## src/lzw_pkg.sv

```systemverilog
package lzw_pkg;

    localparam int BYTE_BITS  = 8;
    // generation tag kept in every hash slot; a slot counts only under the current tag
    localparam int EPOCH_BITS = 4;
    localparam int FIRST_FREE = 256;

    localparam logic FUNC_DATA = 1'b0;
    localparam logic FUNC_END  = 1'b1;

    typedef enum logic [2:0] {
        S_CLEAR,
        S_IDLE,
        S_READ,
        S_CMP,
        S_MISS,
        S_FLUSH,
        S_MARK
    } t_state;

    typedef struct packed {
        logic hit;
        logic empty;
    } t_probe;

endpackage

```

## src/lzw_probe.sv

```systemverilog
module lzw_probe #(
    parameter int CODE_BITS = 12
) (
    input  logic [lzw_pkg::EPOCH_BITS+2*CODE_BITS+lzw_pkg::BYTE_BITS-1:0] i_slot,
    input  logic [CODE_BITS+lzw_pkg::BYTE_BITS-1:0]                       i_key,
    input  logic [lzw_pkg::EPOCH_BITS-1:0]                                i_epoch,
    output lzw_pkg::t_probe                                               o_res,
    output logic [CODE_BITS-1:0]                                          o_code
);

    import lzw_pkg::*;

    localparam int KEY_BITS = CODE_BITS + BYTE_BITS;

    logic [EPOCH_BITS-1:0] slot_epoch;
    logic [KEY_BITS-1:0]   slot_key;

    // slot layout, high to low: epoch, key, code
    assign slot_epoch = i_slot[EPOCH_BITS+KEY_BITS+CODE_BITS-1:KEY_BITS+CODE_BITS];
    assign slot_key   = i_slot[KEY_BITS+CODE_BITS-1:CODE_BITS];
    assign o_code     = i_slot[CODE_BITS-1:0];

    always_comb begin
        o_res.empty = (slot_epoch != i_epoch);
        o_res.hit   = !o_res.empty && (slot_key == i_key);
    end

endmodule

```

## config.mk

```make
export PLATFORM = sky130hd
export DESIGN_NAME = lzw_probe
export DESIGN_NICKNAME = d
export VERILOG_FILES = /design/src/lzw_pkg.sv /design/src/lzw_probe.sv
export SDC_FILE = /design/constraint.sdc
export NUM_CORES = 1
export LEC_CHECK = 0
export BUFFER_PORTS_ARGS = -buffer_cell sky130_fd_sc_hd__buf_4
export CAP_MARGIN = 30
export CORE_MARGIN = 2
export CORE_UTILIZATION = 25
export DETAILED_ROUTE_END_ITERATION = 16
export PLACE_DENSITY = 0.91
export REMOVE_ABC_BUFFERS = 1
export SKIP_LAST_GASP = 1
export SLEW_MARGIN = 10
export SYNTH_ARGS = -nofsm -noshare
export SYNTH_HDL_FRONTEND = slang
export SYNTH_SLANG_ARGS = --single-unit
```

## constraint.sdc

```tcl
create_clock -name vclk -period 1.2
set_input_delay 0.24 -clock vclk [all_inputs]
set_output_delay 0.24 -clock vclk [all_outputs]
set_load 0.01 [all_outputs]
```

==> results_dict.tcl, run 1 <==
set metrics [dict create \
    crit_path_start "i_key[3]" \
    vdd_ir_drop_max_v 0.000160 \
    cp-endpoint "o_res[1]" \
    start_util_pct 26.9 \
    busiest_layer "met2" \
    place_congestion 0.631 \
    row_count 13 \
    wl_per_cell_microns 14.3 \
    dpl.cell_count 98 \
    syn_area_per_cell_sq_um 7.96 \
    multi_input_area_sq_um 349 \
    viasPerCell 4.60 \
    drv_slew 0 \
    clock.fmax_mhz 692 \
    period_share_pct 120 \
    postRouteAntennaNets 0 \
    max_slew.worst_pin.slew_ps 231 \
    maxCapViolations 0 \
    final_common_cell "buf_4" \
    placed_area_sq_um 662 \
    grt_pass1_wl_microns 2150 \
    io_buffer_count 50 \
    grt_overflow 0 \
    p_leak_nw 0.395 \
    setup_viol 1 \
    area_growth_pct 125 \
    place_hpwl_microns 1170 \
    crit_path_max_fanout 1 \
    start_kind "input pin" \
    layout_common_cells "41 x buf_4, 11 x xnor2_2, 10 x buf_6" \
    layout.nets 145 \
    yosysSeqAreaShare_pct 0 \
    postCtsSetupBuffers 0 \
    worstPathRequired_ps 960 \
    grtUsageMet3_pct 13.0 \
    seq_area_sq_um 0 \
    total_power_w 0.000266 \
    status "complete, but fails checks" \
    worstSetupPathType "input pin to output pin" \
    finish.utilization_pct 60.6 \
    diodes 0 \
    power.density_mw_per_mm2 337 \
    hp-class "input pin to output pin" \
    drive_above_1_share_pct 75.9 \
    rsz0062_at_grt "true" \
    stdcell_area_sq_um 788 \
    core_sq_mm 0.00130 \
    grt_max_degree 3 \
    syn-cell-area_sq_um 350 \
    grt_pass1_vias 503 \
    fillers 119 \
    design.die.area_sq_mm 0.00172 \
    layoutNonFillerInstCount 98 \
    ios 74 \
    die_w_microns 41.4 \
    cp-end-kind "output pin" \
    failed_checks "negative setup slack" \
    final_hold_viol_count 0 \
    synthCells 44 \
    dp_slack_ps -302 \
    drt_wl_total_microns 1400 \
    grt.met1_usage_pct 11.0 \
    dieHeight_microns 41.4 \
    max_slew_margin_pct 84.5 \
    antenna_found_initial 0 \
    fin_ws_ps -245 \
    worst_ep_arrival_time_ps 1200 \
    whs_path_depth 0 \
    drt_first_iter_violations 3 \
    dr.pass1.iters 3 \
    n_sequential_cell 0 \
    drc 0 \
    grt_use_met2_pct 32.5 \
    synth.distinct_cells 6 \
    n_clock_buffer 0 \
    grt_use_total_pct 15.8 \
    yosys_warnings 0 \
    period_minus_slack_ps 1440 \
    via_count 451 \
]
cell families after synthesis:
group,share of synthesized area [%]
XOR/XNOR,60.0
AND/OR/NAND/NOR,14.3
buffers and inverters,25.7
critical path: stages:
cell and delay, ps:
buf_4 120, xnor2_2 120, nand4_1 130, nor4_2 280
and3_1 210, buf_6 110
worst min-delay path by stage:
| stage | from | end | slack, ps |
|---|---|---|---|
| 2_1_floorplan | i_slot[0] | o_code[0] | 480 |
| 3_3_place_gp | i_slot[10] | o_code[10] | 480 |
| 3_5_place_dp | i_slot[10] | o_code[10] | 480 |
| 4_1_cts | i_slot[10] | o_code[10] | 480 |
| 5_1_grt | i_slot[10] | o_code[10] | 480 |
| 6_report | i_slot[10] | o_code[10] | 480 |
synthesized netlist by cell type, drive strengths merged:
cell   count  area (sq um)
nand4      4          25.0
and3       1          6.26
xor2       8          70.1
xnor2     16           140
buf       12          90.1
nor4       3          18.8
routing by layer:
metal | wire length, microns | up-vias
met2 | 877 | 38
li1 | - | 213
met3 | 234 | 0
met4 | 0 | 0
met5 | 0 | -
met1 | 291 | 200
power breakdown:
group	total (W)	switching (W)	internal (W)
clock	0	0	0
combinational	0.000266	0.0000805	0.000185
sequential	0	0	0
total	0.000266	0.0000805	0.000185
repair_timing:
action | CTS | global route
setup endpoints to repair | 1 | 2
gates resized for setup | 16 | 6
hold buffers | 0 | 0
pin swaps | 11 | 0
metrics by stage:
step	hold slack (ps)	setup TNS [ps]
finish	480	-245
global route	480	-308
CTS	480	-258
detailed placement	480	-302
global placement	480	-270
floorplan	480	-84.5
cell type report:
type                            instances  share of cell area (%)
Multi-Input combinational cell         32                    44.3
Tap cell                               15                    2.38
Timing Repair Buffer                   51                    53.3
(Power assumes the default switching activity.)
==> inputs of run 2 (changes only) <==
==> constraint.sdc (replaced) <==
create_clock -name vclk -period 1.2
set_input_delay 0.06 -clock vclk [all_inputs]
set_output_delay 0.06 -clock vclk [all_outputs]
set_load 0.01 [all_outputs]
==> run 2 against run 1 <==
- the flow now finishes without violations
- flip-flop and latch count unchanged
- power decreased by 20%
- routed wire length down 11%
- via count down 1.6%
- worst hold slack lost 360 ps
- count of clock-buffer cells in the layout did not move
- sequential share of layout area is the same
- cell area decreased by 16%
- maximum frequency grew 30%
==> results_dict.tcl, run 2 (synthesis results as in run 1) <==
set metrics [dict create \
    setup_viol 0 \
    power.density_mw_per_mm2 323 \
    row_count 13 \
    core_sq_mm 0.00130 \
    multi_input_area_sq_um 267 \
    worst_ep_arrival_time_ps 1050 \
    path_depth 6 \
    period_minus_slack_ps 1110 \
    place_congestion 0.649 \
    crit_buf_inv 2 \
    ios 74 \
    hp-class "input pin to output pin" \
    drt_first_iter_violations 1 \
    final_hold_viol_count 0 \
    clock.fmax_mhz 903 \
    total_power_w 0.000213 \
    drt_wl_total_microns 1250 \
    status "finished, final reports clean" \
    area_growth_pct 88.6 \
    via_count 444 \
    max_slew.worst_pin.slew_ps 208 \
    drive_above_1_share_pct 62.2 \
    rsz0062_at_grt "false" \
    layout.nets 144 \
    diodes 0 \
    place_hpwl_microns 1130 \
    drc 0 \
    grt_pass1_wl_microns 2040 \
    period_share_pct 92.3 \
    ctsResizeCount 0 \
    maxCapViolations 0 \
    crit_path_frequent_cell "buf_4" \
    cp-end-kind "output pin" \
    grt_max_degree 3 \
    final_common_cell "buf_4" \
    vdd_ir_drop_max_v 0.000157 \
    wl_per_cell_microns 12.8 \
    worstPathRequired_ps 1140 \
    crit_path_start "i_key[19]" \
    finish.utilization_pct 50.8 \
    max_stage_delay_ps 280 \
    postCtsSetupBuffers 0 \
    crit_path_max_fanout 1 \
    dieHeight_microns 41.4 \
    holdPathEnd "o_code[10]" \
    dr.pass1.iters 2 \
    viasPerCell 4.58 \
    stdcell_area_sq_um 661 \
    seq_area_sq_um 0 \
    cp_top_family "simple AND/OR/NAND/NOR gates" \
    min_from "i_slot[10]" \
    io_buffer_count 50 \
    whs_path_depth 0 \
    n_clock_buffer 0 \
    holdBufCountCts 0 \
    antenna_found_initial 0 \
    p_leak_nw 0.317 \
    worstSetupPathType "input pin to output pin" \
    grt_overflow 0 \
    start_util_pct 26.9 \
    grt_pass1_vias 495 \
    design.die.area_sq_mm 0.00172 \
    grt_use_total_pct 14.7 \
    path_cells "buf_4 -> xnor2_1 -> nand4_1 -> nor4_2 -> and3_1 -> buf_4" \
    max_slew_margin_pct 86.0 \
    start_kind "input pin" \
    die_w_microns 41.4 \
    fillers 127 \
    setup_tns_ps 0 \
    placed_area_sq_um 654 \
    layout_common_cells "50 x buf_4, 16 x xnor2_1, 8 x xor2_1" \
    n_sequential_cell 0 \
    postRouteAntennaNets 0 \
    drv_slew 0 \
    slowest_stage "nor4_2" \
    holdWs_ps 120 \
]
-- run 2: cell count changes in the layout (fill, tap and decap cells not counted) --
cell and change:
buf_4 +9, xnor2_1 +11, buf_6 -10, xnor2_2 -11
-- run 2: how the worst max path moves through the flow --
| stage | end | slack [ps] |
|---|---|---|
| final | o_res[1] | 90 |
| after global routing | o_res[1] | 5 |
| after CTS | o_res[1] | 30 |
| after detailed placement | o_res[1] | 50 |
| after global placement | o_res[1] | 90 |
| after floorplan | o_res[1] | 280 |
-- run 2: cell type report --
type	instances	area share, %
multi-input cells	32	40.3
well taps	15	2.84
repair buffers	50	56.8
-- run 2: layer usage --
layer / GRT usage (%) / up-vias / share of wire (%)
met5: 0 / - / 0
met4: 1.29 / 0 / 0.64
met3: 13.0 / 2 / 18
met2: 29.4 / 44 / 58
met1: 10.1 / 187 / 24
li1: - / 211 / -
-- run 2: per-stage QoR --
stage / cells / setup slack (ps)
final: 97 / 92.0
after global routing: 97 / 4.59
after CTS: 97 / 34.1
after detailed placement: 97 / 47.3
after global placement: 97 / 88.0
after floorplan: 32 / 275
-- run 2: report_power, final --
| group | total, W | leakage, nW | internal (W) | switching, W |
|---|---|---|---|---|
| clock network | 0 | 0 | 0 | 0 |
| registers | 0 | 0 | 0 | 0 |
| logic | 0.000213 | 0.317 | 0.000150 | 0.0000635 |
